--- src/sv/cvwq_pkg.sv ---
// Shared types and constants of the condition variable wait queue.
`default_nettype none

package cvwq_pkg;

  localparam int THREADS = 16;
  localparam int SLOT_W  = $clog2(THREADS);
  localparam int CNT_W   = $clog2(THREADS + 1);
  localparam int TID_W   = 4;

  localparam logic [1:0] ACT_WAIT   = 2'd0;
  localparam logic [1:0] ACT_FRONT  = 2'd1;
  localparam logic [1:0] ACT_BACK   = 2'd2;
  localparam logic [1:0] ACT_BCAST  = 2'd3;

  localparam logic [1:0] STAT_OK    = 2'd0;
  localparam logic [1:0] STAT_EMPTY = 2'd1;
  localparam logic [1:0] STAT_FULL  = 2'd2;

  typedef struct packed {
    logic [1:0]       action;
    logic [TID_W-1:0] thread_id;
  } in_t;

  typedef struct packed {
    logic             wake_valid;
    logic [TID_W-1:0] woken_thread;
    logic [1:0]       status;
    logic             last;
  } out_t;

  typedef enum logic [2:0] {
    OP_IDLE,
    OP_WAIT,
    OP_FULL,
    OP_EMPTY,
    OP_POP_FRONT,
    OP_POP_BACK,
    OP_BCAST
  } op_e;

  typedef struct packed {
    op_e  op;
    logic first;
  } cmd_t;

  typedef struct packed {
    logic empty;
    logic full;
    logic bc_last;
    logic can_load;
  } sts_t;

endpackage

`default_nettype wire

--- src/sv/cvwq_ctrl.sv ---
// Controller of the wait queue: request acceptance and the broadcast sequence.
`default_nettype none

module cvwq_ctrl (
  input  wire logic          clk_i,
  input  wire logic          rst_ni,
  input  wire logic          in_valid_i,
  input  wire logic [1:0]    action_i,
  input  wire cvwq_pkg::sts_t sts_i,
  output logic               in_stall_o,
  output cvwq_pkg::cmd_t     cmd_o
);
  import cvwq_pkg::*;

  localparam logic S_IDLE  = 1'b0;
  localparam logic S_BCAST = 1'b1;

  logic state_q, state_d;

  always_comb begin
    state_d    = state_q;
    in_stall_o = 1'b1;
    cmd_o      = '{op: OP_IDLE, first: 1'b0};
    case (state_q)
      S_IDLE: begin
        in_stall_o = !sts_i.can_load;
        if (in_valid_i && sts_i.can_load) begin
          case (action_i)
            ACT_WAIT:  cmd_o.op = sts_i.full ? OP_FULL : OP_WAIT;
            ACT_FRONT: cmd_o.op = sts_i.empty ? OP_EMPTY : OP_POP_FRONT;
            ACT_BACK:  cmd_o.op = sts_i.empty ? OP_EMPTY : OP_POP_BACK;
            ACT_BCAST: begin
              if (sts_i.empty) begin
                cmd_o.op = OP_EMPTY;
              end else begin
                cmd_o.op    = OP_BCAST;
                cmd_o.first = 1'b1;
                if (!sts_i.bc_last) begin
                  state_d = S_BCAST;
                end
              end
            end
            default: cmd_o.op = OP_IDLE;
          endcase
        end
      end
      S_BCAST: begin
        // Later requests stay stalled until the last id of the broadcast is emitted.
        if (sts_i.can_load) begin
          cmd_o.op = OP_BCAST;
          if (sts_i.bc_last) begin
            state_d = S_IDLE;
          end
        end
      end
      default: state_d = S_IDLE;
    endcase
  end

  always_ff @(posedge clk_i or negedge rst_ni) begin
    if (!rst_ni) begin
      state_q <= S_IDLE;
    end else begin
      state_q <= state_d;
    end
  end

endmodule

`default_nettype wire

--- src/sv/cvwq_dp.sv ---
// Datapath of the wait queue: id store, head and count, output register.
`default_nettype none

module cvwq_dp (
  input  wire logic           clk_i,
  input  wire logic           rst_ni,
  input  wire cvwq_pkg::cmd_t cmd_i,
  input  wire logic [cvwq_pkg::TID_W-1:0] thread_id_i,
  input  wire logic           out_stall_i,
  output cvwq_pkg::sts_t      sts_o,
  output logic                out_valid_o,
  output cvwq_pkg::out_t      out_res_o
);
  import cvwq_pkg::*;

  // (a + b) mod THREADS, with b at most THREADS.
  function automatic logic [SLOT_W-1:0] slot_add(input logic [SLOT_W-1:0] a,
                                                 input logic [CNT_W-1:0]  b);
    logic [CNT_W:0] s;
    s = {{(CNT_W + 1 - SLOT_W){1'b0}}, a} + {1'b0, b};
    if (s >= (CNT_W + 1)'(THREADS)) begin
      s = s - (CNT_W + 1)'(THREADS);
    end
    return s[SLOT_W-1:0];
  endfunction

  logic [TID_W-1:0]  store_q [THREADS];
  logic [SLOT_W-1:0] front_q, front_d;
  logic [CNT_W-1:0]  count_q, count_d;
  logic [SLOT_W-1:0] idx_q, idx_d;
  logic              out_valid_q, out_valid_d;
  out_t              out_q, out_d;

  logic [SLOT_W-1:0] idx_sel;
  logic [SLOT_W-1:0] rd_slot;
  logic [SLOT_W-1:0] wr_slot;
  logic [TID_W-1:0]  rd_id;
  logic              bc_last;
  logic              load;

  assign idx_sel = cmd_i.first ? '0 : idx_q;
  assign bc_last = ((CNT_W'(idx_sel) + CNT_W'(1)) == count_q);
  assign wr_slot = slot_add(front_q, count_q);

  always_comb begin
    case (cmd_i.op)
      OP_POP_BACK: rd_slot = slot_add(front_q, count_q - CNT_W'(1));
      OP_BCAST:    rd_slot = slot_add(front_q, CNT_W'(idx_sel));
      default:     rd_slot = front_q;
    endcase
  end

  assign rd_id = store_q[rd_slot];
  assign load  = (cmd_i.op != OP_IDLE);

  assign sts_o.empty    = (count_q == '0);
  assign sts_o.full     = (count_q == CNT_W'(THREADS));
  assign sts_o.bc_last  = bc_last;
  assign sts_o.can_load = !out_valid_q || !out_stall_i;

  always_comb begin
    front_d = front_q;
    count_d = count_q;
    idx_d   = idx_q;
    out_d   = '{wake_valid: 1'b0, woken_thread: '0, status: STAT_OK, last: 1'b1};
    case (cmd_i.op)
      OP_WAIT: begin
        count_d = count_q + CNT_W'(1);
      end
      OP_FULL:  out_d.status = STAT_FULL;
      OP_EMPTY: out_d.status = STAT_EMPTY;
      OP_POP_FRONT: begin
        out_d.wake_valid   = 1'b1;
        out_d.woken_thread = rd_id;
        front_d            = slot_add(front_q, CNT_W'(1));
        count_d            = count_q - CNT_W'(1);
      end
      OP_POP_BACK: begin
        out_d.wake_valid   = 1'b1;
        out_d.woken_thread = rd_id;
        count_d            = count_q - CNT_W'(1);
      end
      OP_BCAST: begin
        out_d.wake_valid   = 1'b1;
        out_d.woken_thread = rd_id;
        out_d.last         = bc_last;
        idx_d              = idx_sel + SLOT_W'(1);
        if (bc_last) begin
          count_d = '0;
        end
      end
      default: out_d = out_q;
    endcase
  end

  always_comb begin
    if (load) begin
      out_valid_d = 1'b1;
    end else if (out_stall_i) begin
      out_valid_d = out_valid_q;
    end else begin
      out_valid_d = 1'b0;
    end
  end

  always_ff @(posedge clk_i or negedge rst_ni) begin
    if (!rst_ni) begin
      front_q     <= '0;
      count_q     <= '0;
      idx_q       <= '0;
      out_valid_q <= 1'b0;
    end else begin
      front_q     <= front_d;
      count_q     <= count_d;
      idx_q       <= idx_d;
      out_valid_q <= out_valid_d;
    end
  end

  always_ff @(posedge clk_i) begin
    if (cmd_i.op == OP_WAIT) begin
      store_q[wr_slot] <= thread_id_i;
    end
    if (load) begin
      out_q <= out_d;
    end
  end

  assign out_valid_o = out_valid_q;
  assign out_res_o   = out_q;

endmodule

`default_nettype wire

--- src/sv/condvar_wait_queue.sv ---
// Top level of the condition variable wait queue.
`default_nettype none

// Wait queue of one condition variable: a double-ended queue of up to THREADS
// waiting thread ids. A wait appends at the tail, a front signal wakes the
// head, a back signal wakes the tail, and a broadcast wakes every waiter from
// head to tail, one result per id with last set on the final one. Waits, front
// and back signals, and requests that report empty or full each give one
// result. A broadcast is taken with its first id and then keeps the input
// stalled until its last id is emitted, since the store is read at one slot
// per cycle while the output register can load. Each result is registered and
// appears the cycle after its request is taken; a new request is taken while
// the output register is empty or is being emptied in the same cycle.
module condvar_wait_queue (
  input  wire logic          clk_i,
  input  wire logic          rst_ni,
  input  wire logic          in_valid_i,
  output logic               in_stall_o,
  input  wire cvwq_pkg::in_t in_req_i,
  output logic               out_valid_o,
  input  wire logic          out_stall_i,
  output cvwq_pkg::out_t     out_res_o
);
  import cvwq_pkg::*;

  cmd_t cmd;
  sts_t sts;

  cvwq_ctrl u_ctrl (
    .clk_i      (clk_i),
    .rst_ni     (rst_ni),
    .in_valid_i (in_valid_i),
    .action_i   (in_req_i.action),
    .sts_i      (sts),
    .in_stall_o (in_stall_o),
    .cmd_o      (cmd)
  );

  cvwq_dp u_dp (
    .clk_i       (clk_i),
    .rst_ni      (rst_ni),
    .cmd_i       (cmd),
    .thread_id_i (in_req_i.thread_id),
    .out_stall_i (out_stall_i),
    .sts_o       (sts),
    .out_valid_o (out_valid_o),
    .out_res_o   (out_res_o)
  );

endmodule

`default_nettype wire

--- config.mk ---
export PLATFORM = sky130hd
export DESIGN_NAME = condvar_wait_queue
export DESIGN_NICKNAME = d
export VERILOG_FILES = /design/src/sv/cvwq_pkg.sv /design/src/sv/cvwq_ctrl.sv /design/src/sv/cvwq_dp.sv /design/src/sv/condvar_wait_queue.sv
export SDC_FILE = /design/constraint.sdc
export NUM_CORES = 1
export LEC_CHECK = 0
export BUFFER_PORTS_ARGS = -buffer_cell sky130_fd_sc_hd__buf_4
export CAP_MARGIN = 20
export CORE_ASPECT_RATIO = 1.25
export CORE_MARGIN = 2
export CORE_UTILIZATION = 38
export CTS_BUF_LIST = sky130_fd_sc_hd__clkbuf_4
export DETAILED_ROUTE_END_ITERATION = 10
export PLACE_DENSITY = 0.58
export SETUP_SLACK_MARGIN = 0.05
export SLEW_MARGIN = 10
export SYNTH_ARGS = -nofsm -noshare
export SYNTH_HDL_FRONTEND = slang
export SYNTH_SLANG_ARGS = --single-unit
--- constraint.sdc ---
create_clock -name clk_i -period 4.24 [get_ports clk_i]
set_input_delay 0.636 -clock clk_i [delete_from_list [all_inputs] [get_ports clk_i]]
set_output_delay 0.636 -clock clk_i [all_outputs]
set_load 0.05 [all_outputs]
==> results by group <==
Clock tree
  • Clock latency on the worst-skew pair: 0.44 ns
  • CTS sink cnt: 87
  • Clock Tree Buf Depth: 2
  • CTS tree: built
  • Num CTS Buffers: 9
  • Worst-path clk slew: 0.13 ns
  • H-tree Lvls: 3
  • Clk root buf: clkbuf_4

Worst setup path
  • Kind of cell adding the most delay to the critical path: adder cells
  • Worst reg2reg setup slack: 0.24 ns
  • Slowest Stage Delay on Critical Path: 0.48 ns
  • Worst Setup Start Kind: flip-flop
  • Critical-path top delay cell: mux4_2
  • WP buf/inv: 5
  • WS Path Type: flip-flop to flip-flop
  • Worst Path Required: 4.53 ns
  • Worst setup EP type: flip-flop
  • Worst r2r path cells: 18
  • Worst R2R Start: u_dp.count_q[1]
  • Worst Path Arrival: 4.30 ns
  • Crit path max fanout: 16
  • CP cell instances: inv_1 > ha_2 > nor3b_4 > a41oi_2 > or2_4 > nor3_4 > buf_6 > nand2_1 > o21ai_1 > ha_2 > inv_1 > fa_1 > mux2i_4 > buf_12 > buf_16 > mux2i_1 > mux4_2 > o22ai_1
  • RR Endpoint: u_dp.out_res_o[6]

Placement
  • GP Congestion: 0.899
  • Hpwl dp: 6750 um
  • Pre-CTS setup slack: -0.0236 ns
  • Port Buffers: 19

Pwr
  • Gate power share: 61.8%
  • Cell-internal power: 0.00252 W
  • Sw frac: 41.8%
  • Final Power: 0.00433 W
  • Psw: 0.00181 W
  • Power per Cell Area: 857 nW/um^2
  • Static leakage: 1.87 nW
  • Share of total power in the clock network: 10.6%
  • Worst vdd ir: 0.361 mV
  • Sequential share of power: 27.6%

Timing
  • Clk_skew: 0.0180 ns
  • Slew headroom: 63.5%
  • Min Tclk post-route: 4.00 ns
  • Final Hold Fails: 0
  • Tcrit/Tclk final: 94.4%
  • Fin worst setup slack: 0.236 ns
  • Worst slew pin tran: 0.533 ns
  • Hold slack: 0.513 ns
  • Final Setup Violations: 0
  • Peak Freq: 0.250 GHz
  • Slew Limit Fails: 0

Finish
  • Fillers: 1020
  • Share of cells above drive strength 1: 21.8%
  • ANT cells: 0
  • Final layout net count: 395
  • Footprint of the multi-input gates: 1780 um^2
  • Syn-to-layout area delta: 16.7%
  • Reg area: 2540 um^2
  • Final core occ: 45.5%
  • Most frequent cells in the layout: edfxtp_1 (72), buf_4 (39), mux2i_1 (35), nor2_1 (30), nand2_1 (29)
  • Most common library cell in the layout ignoring fill and taps: edfxtp_1

Die
  • Die area: 12300 um^2
  • Die X: 99.4 um
  • Initial Util: 39.0%
  • Row count: 43
  • Die height: 123 um
  • Core area: 11100 um^2
  • IO Pins: 20

GRT
  • First-pass GRT wire length: 15100 um
  • GRT Resource Usage Total: 16.4%
  • Largest net degree at the start of global routing: 17
  • Initial antenna violation count: 0
  • Gr ovfl total: 0
  • Vias in the first global route: 2844

Synth
  • Net count after synthesis: 347
  • Post-synth cell types: 54
  • Top FF cell, synth: edfxtp_1
  • Sequential area share after synthesis: 58.7%
  • Asr flop ratio synth: 17.2%
  • Synthesized flop and latch total: 87
  • Post-synth EDFFs: 72
  • Syn Inst Count: 324
  • Synth Cell Area: 4330 um^2
  • Mean Syn Cell Area: 13.3 um^2
  • Yosys warning count: 0

Detailed routing
  • Routed WL: 9570 um
  • Antenna-violating nets left: 0
  • Wire length per cell: 18.7 um
  • Residual DRC: 0
  • Via count: 2770
  • Routed vias/inst: 5.41
  • Initial DRC Count: 113
  • DR pass1 iterations: 4

Run status
  • Status: finished, final reports clean

Min path
  • Worst hold stages: 2
  • Worst hold start: u_dp.idx_q[1]
  • Hold crit path type: flip-flop to flip-flop
  • Hold path endpoint: u_dp.idx_q[1]

Job
  • Max-cap violations: 0
flip-flops by register name, indices dropped and copies added (netlist names):
name              cells
u_dp.idx_q            4
u_ctrl.state_q        1
u_dp.front_q          4
u_dp.store_q         64
u_dp.count_q          5
u_dp.out_valid_o      1
u_dp.out_res_o        8
worst max path at each step:
stage / from / end / slack (ns) / cells past startpoint
final: u_dp.count_q[1] / u_dp.out_res_o[6] / 0.24 / 18
after global routing: u_dp.count_q[1] / u_dp.out_res_o[6] / -0.06 / 18
after CTS: u_dp.count_q[1] / u_dp.out_res_o[5] / 0.05 / 16
after detailed placement: in_req_i[5] / u_dp.out_res_o[5] / -0.02 / 15
after global placement: in_req_i[5] / u_dp.out_res_o[5] / 0.03 / 15
after floorplan: in_valid_i / u_dp.out_res_o[3] / 0.1 / 16
through the flow:
step                      std cells  TNS (ns)  cell area (um^2)
after floorplan                 324         0              4330
after global placement          485         0              4720
after detailed placement        485   -0.0236              4720
after CTS                       503         0              4900
after global routing            512    -0.218              5050
final                           512         0              5050
Yosys cell counts (2+ instances only):
| library cell | count | share of area (%) |
|---|---|---|
| inv_1 | 8 | 0.69 |
| mux2i_1 | 35 | 8.1 |
| nand2b_1 | 2 | 0.29 |
| nand3_1 | 5 | 0.58 |
| o21ai_0 | 10 | 1.2 |
| o31ai_1 | 6 | 1.0 |
| mux4_2 | 8 | 4.2 |
| xnor2_1 | 10 | 2.0 |
| a211oi_1 | 2 | 0.35 |
| a21o_1 | 5 | 0.87 |
| and2_1 | 4 | 0.58 |
| dfrtp_1 | 15 | 8.7 |
| nand4_1 | 2 | 0.29 |
| a31oi_1 | 2 | 0.29 |
| nor4b_1 | 2 | 0.41 |
| o22ai_1 | 5 | 0.72 |
| ha_1 | 11 | 3.2 |
| clkbuf_1 | 3 | 0.26 |
| nand2_1 | 29 | 2.5 |
| a21boi_0 | 2 | 0.35 |
| edfxtp_1 | 72 | 50 |
| a21oi_1 | 9 | 1.0 |
| and3_1 | 2 | 0.29 |
| nor2_1 | 30 | 2.6 |
| xor2_1 | 7 | 1.4 |
| nor3_1 | 6 | 0.69 |
| buf_6 | 3 | 0.78 |
| fa_1 | 2 | 0.93 |
| buf_1 | 2 | 0.17 |
cells by family after synthesis:
family / count (synthesis) / share of synthesized area (%)
AND/OR/NAND/NOR: 91 / 9.95
flip-flops: 87 / 58.7
AO/OA/AOI/OAI: 54 / 8.74
multiplexers: 45 / 13.1
XOR/XNOR: 17 / 3.44
buffers and inverters: 17 / 2.00
adder cells (fa/ha/maj): 13 / 4.11
area by class of cell:
class,count,share of cell area (%)
repair buffers,45,7.78
well taps,135,3.35
clock buffers,10,1.49
flip-flops and latches,87,50.3
clock inverters,6,1.19
inverters,9,0.669
multi-input cells,220,35.3
worst register-to-register path, cell delays in order, from the launching register on:
cell,delay (ns)
dfrtp_1,0.40
inv_1,0.10
ha_2,0.21
nor3b_4,0.24
a41oi_2,0.18
or2_4,0.30
nor3_4,0.18
buf_6,0.15
nand2_1,0.06
o21ai_1,0.08
ha_2,0.19
inv_1,0.05
fa_1,0.47
mux2i_4,0.23
buf_12,0.15
buf_16,0.16
mux2i_1,0.10
mux4_2,0.48
o22ai_1,0.13
power groups by stage:
stage               sequential [W]  combinational [W]  clock [W]
finish                     0.00119            0.00267   0.000460
floorplan                  0.00132            0.00174          0
CTS                        0.00119            0.00255   0.000476
global placement           0.00120            0.00243          0
global route               0.00121            0.00290   0.000513
detailed placement         0.00120            0.00244          0
per-layer routing:
metal	vias up	global-route usage, %	part of all wire (%)
met5	-	0	0
met4	0	6.25	2.9
met3	19	3.90	2.5
met2	52	30.2	54
met1	1364	18.3	41
li1	1335	-	-
what timing repair did:
action | CTS | global route
setup buffers | 1 | 7
endpoints found under the hold margin | 0 | 6
resized for setup | 1 | 16
endpoints found under the setup margin | 1 | 4
hold buffers | 0 | 1
cloned | 1 | 1
pin swaps | 1 | 3
Power figures use the tool's default switching activity.
